$ cat src/rtl/core/kvsl_pkg.sv
// ---------------------------------------------------------------------------
// kvsl_pkg
// Types, constants and helper functions shared by the lookup block.
// ---------------------------------------------------------------------------
package kvsl_pkg;

	localparam int KEY_MAX_CHARS = 8;
	localparam int KEY_IDX_W     = (KEY_MAX_CHARS > 1) ? $clog2(KEY_MAX_CHARS) : 1;
	localparam int KEY_POS_W     = 4;
	localparam int KEY_CHARS_W   = 64;
	localparam int CFG_DATA_W    = 64;

	localparam logic [7:0] CHAR_COMMA = 8'h2C;
	localparam logic [7:0] CHAR_EQ    = 8'h3D;
	localparam logic [7:0] CHAR_NUL   = 8'h00;
	localparam logic [7:0] CHAR_SPACE = 8'h20;
	localparam logic [7:0] CHAR_TAB   = 8'h09;
	localparam logic [7:0] CHAR_CR    = 8'h0D;

	typedef enum logic [1:0] {
		REG_LOOKUP_MODE = 2'd0,
		REG_KEY_CHARS   = 2'd1,
		REG_KEY_LENGTH  = 2'd2,
		REG_VALUE_LIMIT = 2'd3
	} cfg_reg_t;

	typedef enum logic [2:0] {
		PH_HEAD  = 3'd0,
		PH_COMMA = 3'd1,
		PH_KEY   = 3'd2,
		PH_EQ    = 3'd3,
		PH_VALUE = 3'd4,
		PH_EMIT  = 3'd5
	} phase_t;

	typedef enum logic [1:0] {
		CL_SPACE = 2'd0,
		CL_COMMA = 2'd1,
		CL_EQ    = 2'd2,
		CL_WORD  = 2'd3
	} char_class_t;

	typedef struct packed {
		logic                   lookup_mode;
		logic [KEY_CHARS_W-1:0] key_chars;
		logic [3:0]             key_length;
		logic [7:0]             value_limit;
	} cfg_t;

	typedef struct packed {
		logic [7:0] value_byte;
		logic       byte_valid;
		logic       found;
		logic       is_last;
	} result_t;

	function automatic char_class_t classify(input logic [7:0] c);
		char_class_t cl;
		if (c == CHAR_SPACE || (c >= CHAR_TAB && c <= CHAR_CR))
			cl = CL_SPACE;
		else if (c == CHAR_COMMA)
			cl = CL_COMMA;
		else if (c == CHAR_EQ)
			cl = CL_EQ;
		else
			cl = CL_WORD;
		return cl;
	endfunction

	// Key length with values above the key capacity clamped to it.
	function automatic logic [KEY_POS_W-1:0] key_len_eff(input logic [3:0] len);
		logic [KEY_POS_W-1:0] k;
		if (len > 4'(KEY_MAX_CHARS))
			k = KEY_POS_W'(KEY_MAX_CHARS);
		else
			k = KEY_POS_W'(len);
		return k;
	endfunction

	function automatic logic [7:0] key_byte(input logic [KEY_CHARS_W-1:0] key,
			input logic [KEY_IDX_W-1:0] idx);
		return key[8*idx +: 8];
	endfunction

endpackage

$ cat src/rtl/core/key_value_string_lookup.sv
// ---------------------------------------------------------------------------
// key_value_string_lookup
// Looks up a key in a "head, key = value, ..." string, one character a beat.
// ---------------------------------------------------------------------------
//  Channel   Direction  Handshake             Payload
//  in        receive    in_valid / in_stall    text_char, end_of_text
//  out       send       out_valid / out_stall  value_byte, byte_valid, found, is_last
//  cfg       receive    cfg_wr_en              cfg_index, cfg_data
//
// One character is taken every cycle unless in_stall is raised; a result passes through
// the input register, then the result register, before it is on the output.
// The parse step is combinational logic between the two registers.
// A stall on the output holds the result register and, in the same cycle,
// raises in_stall once the input register is also full.
// Reset needs no warm-up; the block takes characters as soon as reset is released.
// ---------------------------------------------------------------------------
module key_value_string_lookup (
	input  logic                            clk,
	input  logic                            arst_n,
	input  logic                            in_valid,
	output logic                            in_stall,
	input  logic [7:0]                      text_char,
	input  logic                            end_of_text,
	output logic                            out_valid,
	input  logic                            out_stall,
	output logic [7:0]                      value_byte,
	output logic                            byte_valid,
	output logic                            found,
	output logic                            is_last,
	input  logic                            cfg_wr_en,
	input  logic [1:0]                      cfg_index,
	input  logic [kvsl_pkg::CFG_DATA_W-1:0] cfg_data
);

	kvsl_pkg::cfg_t    cfg;
	kvsl_pkg::result_t res;
	logic              res_vld;
	logic              valid_s1;
	logic [7:0]        char_s1;
	logic              eot_s1;
	logic              advance;
	logic              accept;

	// The parse step may run whenever the result register is free or draining.
	assign advance  = !out_valid || !out_stall;
	assign in_stall = valid_s1 && !advance;
	assign accept   = in_valid && !in_stall;

	always_ff @(posedge clk or negedge arst_n) begin
		if (!arst_n) begin
			valid_s1 <= 1'b0;
		end else if (accept) begin
			valid_s1 <= 1'b1;
		end else if (advance) begin
			valid_s1 <= 1'b0;
		end
	end

	always_ff @(posedge clk) begin
		if (accept) begin
			char_s1 <= text_char;
			eot_s1  <= end_of_text;
		end
	end

	kvsl_cfg_regs u_cfg (
		.clk       (clk),
		.arst_n    (arst_n),
		.cfg_wr_en (cfg_wr_en),
		.cfg_index (cfg_index),
		.cfg_data  (cfg_data),
		.cfg       (cfg)
	);

	kvsl_parser u_parser (
		.clk     (clk),
		.arst_n  (arst_n),
		.step    (valid_s1 && advance),
		.ch      (char_s1),
		.eot     (eot_s1),
		.cfg     (cfg),
		.res_vld (res_vld),
		.res     (res)
	);

	kvsl_out_reg u_out (
		.clk        (clk),
		.arst_n     (arst_n),
		.load       (valid_s1 && advance && res_vld),
		.res        (res),
		.out_stall  (out_stall),
		.out_valid  (out_valid),
		.value_byte (value_byte),
		.byte_valid (byte_valid),
		.found      (found),
		.is_last    (is_last)
	);

endmodule

$ cat src/rtl/core/kvsl_cfg_regs.sv
// ---------------------------------------------------------------------------
// kvsl_cfg_regs
// Configuration register file written through a plain write port.
// ---------------------------------------------------------------------------
module kvsl_cfg_regs (
	input  logic                           clk,
	input  logic                           arst_n,
	input  logic                           cfg_wr_en,
	input  logic [1:0]                     cfg_index,
	input  logic [kvsl_pkg::CFG_DATA_W-1:0] cfg_data,
	output kvsl_pkg::cfg_t                 cfg
);

	kvsl_pkg::cfg_t cfg_q;

	always_ff @(posedge clk or negedge arst_n) begin
		if (!arst_n) begin
			cfg_q.lookup_mode <= 1'b0;
			cfg_q.key_chars   <= '0;
			cfg_q.key_length  <= 4'd1;
			cfg_q.value_limit <= 8'd255;
		end else if (cfg_wr_en) begin
			unique case (kvsl_pkg::cfg_reg_t'(cfg_index))
				kvsl_pkg::REG_LOOKUP_MODE: cfg_q.lookup_mode <= cfg_data[0];
				kvsl_pkg::REG_KEY_CHARS:   cfg_q.key_chars   <= cfg_data[kvsl_pkg::KEY_CHARS_W-1:0];
				kvsl_pkg::REG_KEY_LENGTH:  cfg_q.key_length  <= cfg_data[3:0];
				kvsl_pkg::REG_VALUE_LIMIT: cfg_q.value_limit <= cfg_data[7:0];
			endcase
		end
	end

	assign cfg = cfg_q;

endmodule

$ cat src/rtl/core/kvsl_parser.sv
// ---------------------------------------------------------------------------
// kvsl_parser
// Tokenizer and grammar state machine; one character per enabled cycle.
// ---------------------------------------------------------------------------
module kvsl_parser (
	input  logic                clk,
	input  logic                arst_n,
	input  logic                step,
	input  logic [7:0]          ch,
	input  logic                eot,
	input  kvsl_pkg::cfg_t      cfg,
	output logic                res_vld,
	output kvsl_pkg::result_t   res
);

	kvsl_pkg::phase_t                  phase_q, phase_n;
	logic                              in_word_q, in_word_n;
	logic [kvsl_pkg::KEY_POS_W-1:0]    key_pos_q, key_pos_n;
	logic                              key_eq_q, key_eq_n;
	logic                              matched_q, matched_n;
	logic [7:0]                        emitted_q, emitted_n;
	logic                              finished_q, finished_n;

	always_ff @(posedge clk or negedge arst_n) begin
		if (!arst_n) begin
			phase_q    <= kvsl_pkg::PH_HEAD;
			in_word_q  <= 1'b0;
			key_pos_q  <= '0;
			key_eq_q   <= 1'b1;
			matched_q  <= 1'b0;
			emitted_q  <= '0;
			finished_q <= 1'b0;
		end else if (step) begin
			phase_q    <= phase_n;
			in_word_q  <= in_word_n;
			key_pos_q  <= key_pos_n;
			key_eq_q   <= key_eq_n;
			matched_q  <= matched_n;
			emitted_q  <= emitted_n;
			finished_q <= finished_n;
		end
	end

	kvsl_pkg::char_class_t             cl;
	logic [kvsl_pkg::KEY_POS_W-1:0]    klen;
	logic                              end_str;
	logic                              do_fail;
	logic                              do_emit;
	logic                              do_cmp;
	logic                              cmp_start;
	logic [kvsl_pkg::KEY_POS_W-1:0]    cmp_pos;
	logic                              cmp_miss;

	always_comb begin
		cl        = kvsl_pkg::classify(ch);
		klen      = kvsl_pkg::key_len_eff(cfg.key_length);
		end_str   = eot || (ch == kvsl_pkg::CHAR_NUL);
		do_fail   = 1'b0;
		do_emit   = 1'b0;
		do_cmp    = 1'b0;
		cmp_start = 1'b0;

		phase_n    = phase_q;
		in_word_n  = in_word_q;
		key_pos_n  = key_pos_q;
		key_eq_n   = key_eq_q;
		matched_n  = matched_q;
		emitted_n  = emitted_q;
		finished_n = finished_q;
		res_vld    = 1'b0;
		res        = '0;

		if (ch != kvsl_pkg::CHAR_NUL && !finished_q) begin
			unique case (phase_q)
				kvsl_pkg::PH_HEAD: begin
					if (cfg.lookup_mode) begin
						// Head mode: the first word is the result.
						if (cl == kvsl_pkg::CL_WORD) begin
							phase_n   = kvsl_pkg::PH_EMIT;
							in_word_n = 1'b1;
							do_emit   = 1'b1;
						end else if (cl != kvsl_pkg::CL_SPACE) begin
							do_fail = 1'b1;
						end
					end else if (in_word_q) begin
						if (cl != kvsl_pkg::CL_WORD) begin
							in_word_n = 1'b0;
							phase_n   = kvsl_pkg::PH_COMMA;
							if (cl == kvsl_pkg::CL_COMMA)
								phase_n = kvsl_pkg::PH_KEY;
							else if (cl == kvsl_pkg::CL_EQ)
								do_fail = 1'b1;
						end
					end else if (cl == kvsl_pkg::CL_WORD) begin
						in_word_n = 1'b1;
					end else if (cl != kvsl_pkg::CL_SPACE) begin
						// A punctuation head is skipped as a token of its own.
						phase_n = kvsl_pkg::PH_COMMA;
					end
				end
				kvsl_pkg::PH_COMMA: begin
					if (cl == kvsl_pkg::CL_COMMA)
						phase_n = kvsl_pkg::PH_KEY;
					else if (cl != kvsl_pkg::CL_SPACE)
						do_fail = 1'b1;
				end
				kvsl_pkg::PH_KEY: begin
					if (in_word_q) begin
						if (cl == kvsl_pkg::CL_WORD) begin
							do_cmp = 1'b1;
						end else begin
							in_word_n = 1'b0;
							matched_n = key_eq_q && (klen != '0) && (key_pos_q == klen);
							phase_n   = kvsl_pkg::PH_EQ;
							if (cl == kvsl_pkg::CL_EQ)
								phase_n = kvsl_pkg::PH_VALUE;
							else if (cl == kvsl_pkg::CL_COMMA)
								do_fail = 1'b1;
						end
					end else if (cl == kvsl_pkg::CL_WORD) begin
						in_word_n = 1'b1;
						do_cmp    = 1'b1;
						cmp_start = 1'b1;
					end else if (cl != kvsl_pkg::CL_SPACE) begin
						do_fail = 1'b1;
					end
				end
				kvsl_pkg::PH_EQ: begin
					if (cl == kvsl_pkg::CL_EQ)
						phase_n = kvsl_pkg::PH_VALUE;
					else if (cl != kvsl_pkg::CL_SPACE)
						do_fail = 1'b1;
				end
				kvsl_pkg::PH_VALUE: begin
					if (in_word_q) begin
						if (cl != kvsl_pkg::CL_WORD) begin
							in_word_n = 1'b0;
							phase_n   = kvsl_pkg::PH_COMMA;
							if (cl == kvsl_pkg::CL_COMMA)
								phase_n = kvsl_pkg::PH_KEY;
							else if (cl == kvsl_pkg::CL_EQ)
								do_fail = 1'b1;
						end
					end else if (cl == kvsl_pkg::CL_WORD) begin
						in_word_n = 1'b1;
						if (matched_q) begin
							phase_n = kvsl_pkg::PH_EMIT;
							do_emit = 1'b1;
						end
					end else if (cl != kvsl_pkg::CL_SPACE) begin
						do_fail = 1'b1;
					end
				end
				kvsl_pkg::PH_EMIT: begin
					if (cl == kvsl_pkg::CL_WORD) begin
						do_emit = 1'b1;
					end else begin
						finished_n     = 1'b1;
						res_vld        = 1'b1;
						res.found      = 1'b1;
						res.is_last    = 1'b1;
					end
				end
				default: do_fail = 1'b1;
			endcase
		end

		// Key character compare; a new key word starts over at position zero.
		cmp_pos  = cmp_start ? '0 : key_pos_q;
		cmp_miss = (cmp_pos >= klen) ||
			(ch != kvsl_pkg::key_byte(cfg.key_chars, cmp_pos[kvsl_pkg::KEY_IDX_W-1:0]));
		if (do_cmp) begin
			key_eq_n  = (cmp_start || key_eq_q) && !cmp_miss;
			key_pos_n = (cmp_pos != '1) ? cmp_pos + 1'b1 : cmp_pos;
		end

		if (do_fail) begin
			finished_n  = 1'b1;
			res_vld     = 1'b1;
			res.is_last = 1'b1;
		end

		if (do_emit && (emitted_q < cfg.value_limit)) begin
			emitted_n      = emitted_q + 8'd1;
			res_vld        = 1'b1;
			res.value_byte = ch;
			res.byte_valid = 1'b1;
			res.found      = 1'b1;
		end

		if (end_str) begin
			if (!finished_n) begin
				if (phase_n == kvsl_pkg::PH_EMIT) begin
					if (res_vld) begin
						res.is_last = 1'b1;
					end else begin
						res_vld     = 1'b1;
						res.found   = 1'b1;
						res.is_last = 1'b1;
					end
				end else begin
					res_vld     = 1'b1;
					res.is_last = 1'b1;
				end
			end
			phase_n    = kvsl_pkg::PH_HEAD;
			in_word_n  = 1'b0;
			key_pos_n  = '0;
			key_eq_n   = 1'b1;
			matched_n  = 1'b0;
			emitted_n  = '0;
			finished_n = 1'b0;
		end
	end

endmodule

$ cat src/rtl/core/kvsl_out_reg.sv
// ---------------------------------------------------------------------------
// kvsl_out_reg
// Result register that holds a beat until the receiver takes it.
// ---------------------------------------------------------------------------
module kvsl_out_reg (
	input  logic              clk,
	input  logic              arst_n,
	input  logic              load,
	input  kvsl_pkg::result_t res,
	input  logic              out_stall,
	output logic              out_valid,
	output logic [7:0]        value_byte,
	output logic              byte_valid,
	output logic              found,
	output logic              is_last
);

	logic              valid_q;
	kvsl_pkg::result_t res_q;

	always_ff @(posedge clk or negedge arst_n) begin
		if (!arst_n) begin
			valid_q <= 1'b0;
		end else if (load) begin
			valid_q <= 1'b1;
		end else if (!out_stall) begin
			valid_q <= 1'b0;
		end
	end

	always_ff @(posedge clk) begin
		if (load) begin
			res_q <= res;
		end
	end

	assign out_valid  = valid_q;
	assign value_byte = res_q.value_byte;
	assign byte_valid = res_q.byte_valid;
	assign found      = res_q.found;
	assign is_last    = res_q.is_last;

endmodule

$ cat config.mk
export PLATFORM = sky130hd
export DESIGN_NAME = key_value_string_lookup
export DESIGN_NICKNAME = d
export VERILOG_FILES = /design/src/rtl/core/kvsl_pkg.sv /design/src/rtl/core/key_value_string_lookup.sv /design/src/rtl/core/kvsl_cfg_regs.sv /design/src/rtl/core/kvsl_parser.sv /design/src/rtl/core/kvsl_out_reg.sv
export SDC_FILE = /design/constraint.sdc
export NUM_CORES = 1
export LEC_CHECK = 0
export BUFFER_PORTS_ARGS = -buffer_cell sky130_fd_sc_hd__buf_4
export CORE_MARGIN = 5
export CORE_UTILIZATION = 52
export CTS_BUF_LIST = sky130_fd_sc_hd__clkbuf_8 sky130_fd_sc_hd__clkbuf_16
export DETAILED_ROUTE_END_ITERATION = 10
export PLACE_DENSITY = 0.87
export SLEW_MARGIN = 15
export SYNTH_ARGS = -nofsm -noshare
export SYNTH_HDL_FRONTEND = slang
export SYNTH_SLANG_ARGS = --single-unit
export TNS_END_PERCENT = 10
$ cat constraint.sdc
create_clock -name clk -period 4.08 [get_ports clk]
set_clock_uncertainty 0.2 [all_clocks]
set_input_delay 0.408 -clock clk [delete_from_list [all_inputs] [get_ports clk]]
set_output_delay 0.408 -clock clk [all_outputs]
set_load 0.02 [all_outputs]
---- After elaboration in Yosys (flattened, before gate mapping) ----
Cells that the tools add are included.
storage, ports and cells
  flip-flop bits (word level) ............. 118
  input bits .............................. 80
  output and inout bits ................... 13
  logic and storage cells ................. 186
operators by class
  add/subtract/negate cells ............... 2
  $lt $le $gt $ge ......................... 5
  eq/ne operators ......................... 22
  shift operators ......................... 1
  muxes and demuxes ....................... 95
  reduce and logical (&&, ||, !) cells .... 42
operators by type and width
  cell                                                                                  number
  64-bit by 7-bit variable part select with 8-bit output                                1
  1-bit 2-to-1 mux                                                                      59
  3-bit 2-to-1 mux                                                                      16
  8-bit by 6-bit equality test with 1-bit output (second input constant)                3
  4-bit 2-to-1 mux                                                                      5
  2-bit 2-to-1 mux                                                                      9
  8-bit 2-to-1 mux                                                                      2
  3-bit one-hot mux with 5 select lines                                                 1
  2-bit nonzero test                                                                    7
  2-bit AND reduction                                                                   6
  1-bit logical AND                                                                     10
  3-bit equality test (second input constant)                                           3
  8-bit by 1-bit adder with 8-bit output (second input constant)                        1
  2-bit equality test (second input constant)                                           4
  8-bit by 4-bit greater-or-equal comparator with 1-bit output (second input constant)  1
  8-bit by 4-bit less-or-equal comparator with 1-bit output (second input constant)     1
  8-bit zero test                                                                       1
  8-bit less-than comparator                                                            1
  8-bit != test                                                                         1
  4-bit nonzero test                                                                    2
  8-bit nonzero test                                                                    1
  3-bit by 2-bit equality test with 1-bit output (second input constant)                2
  1-bit zero test                                                                       6
  1-bit one-hot mux with 3 select lines                                                 2
  16 further kinds                                                                      22

---- Longest topological paths before layout ----
  word-level depth ........................ 18
  gate-level depth with buffers ........... 20
  gate-level depth less buffers ........... 18

---- Hierarchy ----
A second synthesis with hierarchy kept.
unflattened totals
  cell total of the unflattened synthesis .. 577
  area, all modules ....................... 6,750.2 um2
modules (own cells, without submodules)
  module                   instances  cells an instance  area an instance (um2)  sequential area each (um2)
  kvsl_cfg_regs            1          165                3,136.8                 1,938.1
  kvsl_parser              1          383                2,916.5                 476.7
  kvsl_out_reg             1          13                 362.8                   355.3
  key_value_string_lookup  1          16                 334.1                   295.3

---- Worst setup path before layout ----
Ideal clock, no wire load.
  kind .................................... register to register
  start ................................... reg char_s1[5]
  end ..................................... reg u_parser.key_eq_q
  data arrival time ....................... 4.082 ns
  required time ........................... 3.808 ns
  path slack .............................. -0.274 ns
  stages on the path, launching flop included .. 18
  path buffers ............................ 2
  cells stage by stage .................... edfxtp_1 or4_4 o31ai_2 inv_1 ha_1 clkbuf_1 nor2b_1 o211ai_4 and2_0 clkbuf_1 ha_1 and3_1 a21boi_0 o2111ai_1 a211o_1 a2111oi_2 nand4_1 o21ai_1
on the way
  word-level cells in the longest chain between the ends .. 17
  elaborated cells between the ends (all ways) .. 33
RTL lines
  item                                                                                  RTL line                                source
  from (decl)                                                                           key_value_string_lookup.sv:39           logic [7:0] char_s1;
  from (signal assigned)                                                                key_value_string_lookup.sv:61           char_s1 <= text_char;
  8-bit by 4-bit greater-or-equal comparator with 1-bit output (tied with other cells)  kvsl_pkg.sv:59                          if (c == CHAR_SPACE || (c >= CHAR_TAB && c <= CHAR_CR))
  1-bit logical AND / 1-bit 2-to-1 mux (equally long branches)                          kvsl_pkg.sv:59, kvsl_pkg.sv:63
  1-bit logical OR / 2-bit 2-to-1 mux (equally long branches)                           kvsl_pkg.sv:59, kvsl_pkg.sv:61
  2-bit 2-to-1 mux                                                                      kvsl_pkg.sv:59
  2-bit equality test                                                                   kvsl_parser.sv:109, kvsl_parser.sv:120
  1-bit 2-to-1 mux                                                                      kvsl_parser.sv:109, kvsl_parser.sv:120
  1-bit 2-to-1 mux                                                                      kvsl_parser.sv:108                      if (in_word_q) begin
  1-bit 2-to-1 mux                                                                      kvsl_parser.sv:74                       unique case (phase_q)
  1-bit 2-to-1 mux                                                                      kvsl_parser.sv:73                       if (ch != kvsl_pkg::CHAR_NUL && !finished_q) begin
  4-bit 2-to-1 mux                                                                      kvsl_parser.sv:169                      cmp_pos = cmp_start ? '0 : key_pos_q;
  64-bit by 7-bit variable part select with 8-bit output                                kvsl_pkg.sv:82                          return key[8*idx +: 8];
  8-bit != test                                                                         kvsl_parser.sv:171                      (ch != kvsl_pkg::key_byte(cfg.key_chars, cmp_pos[kvsl_pkg::KEY_IDX_W-1:0]));
  1-bit logical OR                                                                      kvsl_parser.sv:170                      cmp_miss = (cmp_pos >= klen) ||
  1-bit zero test                                                                       kvsl_parser.sv:173                      key_eq_n = (cmp_start || key_eq_q) && !cmp_miss;
  1-bit logical AND                                                                     kvsl_parser.sv:173
  1-bit 2-to-1 mux                                                                      kvsl_parser.sv:172                      if (do_cmp) begin
  1-bit 2-to-1 mux                                                                      kvsl_parser.sv:191                      if (end_str) begin
  to (signal assigned)                                                                  kvsl_parser.sv:37                       key_eq_q <= key_eq_n;
  to (decl)                                                                             kvsl_parser.sv:19                       logic key_eq_q, key_eq_n;
Parallel ways exist; a longest one is shown, timed or not. The select of a mux whose other input is x is not followed.
A chain may end at the register's enable or synchronous reset.

---- Worst setup path in the final report ----
  start ................................... reg char_s1[0]
  end ..................................... reg u_parser.key_eq_q
Same word-level chain as after synthesis.

==> out/qor.csv <==
stage,metric,value,unit
finish,Final nets,783,
timing,final worst-path cycle share,96.8,%
synth,Yosys warnings,0,
timing,final critical path time including I/O delays and setup,3.95,ns
drt,Routed WL per cell,19.3,um
clocking,Skew-Pair Late Insertion Delay,0.42,ns
synth,number of instances in the synthesized netlist,569,
place,# port buffers,92,
synth,most area-consuming cells after synthesis,"sky130_fd_sc_hd__dfrtp_1, sky130_fd_sc_hd__mux2_2, sky130_fd_sc_hd__edfxtp_1",
pwr,Tot Pwr,4.81,mW
global_route,first-pass GRT wire length,26.7,mm
synth,most common cell in the synthesized netlist,sky130_fd_sc_hd__dfrtp_1,
clocking,clock input transition at the sequential cells of the worst setup and hold paths,0.05,ns
global_route,met3 GRT Util,6.29,%
synth,number of register bits inferred by synthesis,118,
global_route,gr ovfl total,0,
worst_setup_path,timing startpoint of the critical path,char_s1[0]$_DFFE_PP_,
worst_setup_path,stage delay of the slowest cell on the critical path,0.50,ns
worst_setup_path,Reg2Reg Launch Point,char_s1[0]$_DFFE_PP_,
global_route,initial antenna violation count,0,
timing,final setup vio count,0,
status,violated checks,hold timing,
run,MaxCap Viol Count,0,
worst_setup_path,startpoint-to-endpoint class of the critical path,flop to flop,
timing,Max Freq,253,MHz
synth,Syn Nets,668,
place,post-detailed-placement half-perimeter wirelength,11.5,mm
drt,iteration-0 DRC count of the detailed router,489,
pwr,cell leakage power,3.63,nW
worst_hold_path,worst min-delay path category,primary input to asynchronous set/reset pin,
worst_setup_path,Arrival @ worst endpoint,4.10,ns
synth,Post-synth ARST share,83.1,%
place,last weighted congestion value of the routability-driven placer,0.927,
floorplan,starting density of the core,53.3,%
floorplan,Floorplan Core Area,12100,um^2
finish,count of inserted antenna diode cells,0,
timing,transition at the pin with the smallest max-transition slack,1.04,ns
synth,number of enable flip-flop cells after synthesis,20,
synth,Mapped Avg Cell Area,11.3,um^2
floorplan,Total Die Area,14700,um^2
synth,Synth cell types,70,
synth,primary flip-flop cell chosen by synthesis mapping,sky130_fd_sc_hd__dfrtp_1,
synth,proportion of synthesized chip area in sequential cells,47.5,%
drt,via count normalized by instance count,6.02,
drt,post-detailed-route DRC marker count,0,
worst_setup_path,cell chain of the critical path,"nor4_4, a22o_1, and2_4, inv_2, ha_1, nor2b_2, o211ai_4, nand2_2, inv_2, ha_1, a21o_1, a21oi_2, o2111ai_1, a211o_1, a2111oi_4, nand4_1, o21ai_1",
finish,fill cell count,902,
synth,area fraction of the dominant cell type after synthesis,34.1,%
floorplan,boundary pin count,93,
timing,Slew Limit Fails,0,
synth,dominant cell type by area after synthesis,sky130_fd_sc_hd__dfrtp_1,
pwr,Power Dens Cells,586,nW/um^2
global_route,met1 track utilization from global routing,28.4,%
finish,Area growth syn-to-layout,27.2,%
floorplan,x dimension of the die,121,um
worst_setup_path,Worst EP required,4.23,ns
finish,ratio of cells with drive above 1 in the final layout,37.9,%
drt,post-detailed-route count of antenna-violating nets,0,
global_route,global-route usage over all layers,23.2,%
drt,iteration count of the initial detailed-routing pass,5,
timing,Hold WS,-0.0343,ns
synth,Post-Synthesis Cell Area,6460,um^2
pwr,Worst VDD drop,0.389,mV
worst_setup_path,"Slowest-stage cell, CP",sky130_fd_sc_hd__edfxtp_1,
worst_setup_path,category of the worst setup path capture point,flop,
worst_setup_path,CP startpoint kind,flop,
global_route,vias in the first global route,5284,
clocking,total number of H-tree levels,4,
floorplan,number of standard-cell rows in the floorplan,40,
timing,final hold violation count,24,
global_route,maximum number of pins on one net before global-route repair,83,
status,status,"complete, but fails checks",
timing,Setup TNS Final,0,ns
clocking,CTS Buf Count,17,
drt,via count,5199,
floorplan,y dimension of the die,121,um
global_route,global-route met2 utilization,39.0,%
synth,leading cell types by count after synthesis,"sky130_fd_sc_hd__dfrtp_1, sky130_fd_sc_hd__mux2_2, sky130_fd_sc_hd__clkbuf_1, sky130_fd_sc_hd__nand2_1, sky130_fd_sc_hd__nor2_1",
clocking,clock net sink count,118,
clocking,clock tree from TritonCTS,yes,
global_route,grt peak-use layer,met2,
timing,Slew headroom,30.8,%
clocking,deepest clock path buffer count,2,
worst_setup_path,Worst Path Max Fanout,6,
clocking,root buffer cell,sky130_fd_sc_hd__clkbuf_16,
drt,Final Routed Wirelength,16.7,mm
==> critical path: cells and delay by family (launching register included) <==
| kind | cells | cell delay [ns] |
|---|---|---|
| simple gates | 5 | 0.96 |
| fa+ha+maj | 2 | 0.42 |
| compound gates | 8 | 1.66 |
| flops | 1 | 0.50 |
| buf+inv | 2 | 0.14 |
==> power breakdown <==
part | switching (mW) | leakage (nW) | internal, mW | total, mW
Sequential | 0.238 | 1.37 | 1.49 | 1.73
Clock | 0.528 | 0.316 | 1.01 | 1.54
Combinational | 0.826 | 1.94 | 0.718 | 1.54
Total | 1.59 | 3.63 | 3.22 | 4.81
==> through the flow <==
step	utilization [%]	std cells	setup slack, ns	hold slack (ns)	instance area, um^2
after global routing	67.8	864	-0.0442	0.00800	8210
final	67.8	864	0.129	-0.0343	8210
after CTS	66.7	852	0.0707	0.00313	8080
after global placement	60.7	811	0.255	0.284	7360
after floorplan	-	569	0.00262	-0.0876	6470
after detailed placement	60.7	811	-0.0259	0.289	7360
==> area by class of cell <==
| type | instances | area [um^2] | share of cell area (%) |
|---|---|---|---|
| Multi-Input combinational cell | 395 | 3220 | 39.2 |
| Sequential cell | 118 | 3070 | 37.3 |
| Timing Repair Buffer | 133 | 1030 | 12.6 |
| Clock buffer | 22 | 517 | 6.29 |
| Tap cell | 168 | 210 | 2.56 |
| Clock inverter | 9 | 96.3 | 1.17 |
| Inverter | 19 | 71.3 | 0.869 |
==> flip-flops by register name (all words and copies together), names as in the netlist <==
register	flops
char_s1	8
eot_s1	1
u_cfg.cfg	77
u_out.byte_valid	1
u_out.found	1
u_out.is_last	1
u_out.out_valid	1
u_out.value_byte	8
u_parser.emitted_q	8
u_parser.finished_q	1
u_parser.in_word_q	1
u_parser.key_eq_q	1
u_parser.key_pos_q	4
u_parser.matched_q	1
u_parser.phase_q	3
valid_s1	1
==> final timing paths <==
| check | to | slack (ns) | depth (start not counted) |
|---|---|---|---|
| min in group clk | u_cfg.cfg[61]$_DFFE_PN0P_ | 0.02 | 2 |
| hold reg to reg | u_cfg.cfg[60]$_DFFE_PN0P_ | 0.30 | 1 |
| setup reg to reg | u_parser.key_eq_q$_DFFE_PN1P_ | 0.13 | 17 |
| hold / removal | u_cfg.cfg[48]$_DFFE_PN0P_ | -0.03 | 1 |
| setup / recovery | u_parser.key_eq_q$_DFFE_PN1P_ | 0.13 | 17 |
| max in group asynchronous | u_parser.key_eq_q$_DFFE_PN1P_ | 2.78 | 2 |
==> layer usage <==
metal  vias up  wire, um
li1       2353         -
met1      2580      6840
met2       227      8400
met3        39      1040
met4         0       429
met5         -         0
==> cell usage in the layout (no fill, tap or decap), types with 19 or more instances in the layout <==
cell,n
sky130_fd_sc_hd__buf_4,120
sky130_fd_sc_hd__clkbuf_16,19
sky130_fd_sc_hd__nand2_1,28
sky130_fd_sc_hd__o21ai_0,19
sky130_fd_sc_hd__nor2_1,22
sky130_fd_sc_hd__dfrtp_1,88
sky130_fd_sc_hd__ha_1,19
sky130_fd_sc_hd__edfxtp_1,20
sky130_fd_sc_hd__a21oi_1,19
sky130_fd_sc_hd__mux2_2,78
==> timing repair <==
action / CTS / global route
setup endpoints to repair: 1 / 1
setup buffers: 0 / 12
gates cloned: 0 / 0
gates resized for setup: 1 / 11
endpoints found under the hold margin: 10 / 0
hold buffers: 10 / 0
pin swaps: 0 / 6
==> cells by family (layout without fill, tap and decap cells) <==
family | Yosys count | after routing | synth area share, %
simple gates | 155 | 155 | 13.6
flops | 118 | 118 | 47.5
compound gates | 115 | 115 | 12.7
mux | 100 | 100 | 18.2
buf+inv | 56 | 183 | 3.51
fa+ha+maj | 19 | 19 | 3.68
xor+xnor | 6 | 6 | 0.814
No activity file was read; power rests on OpenSTA's default activity.
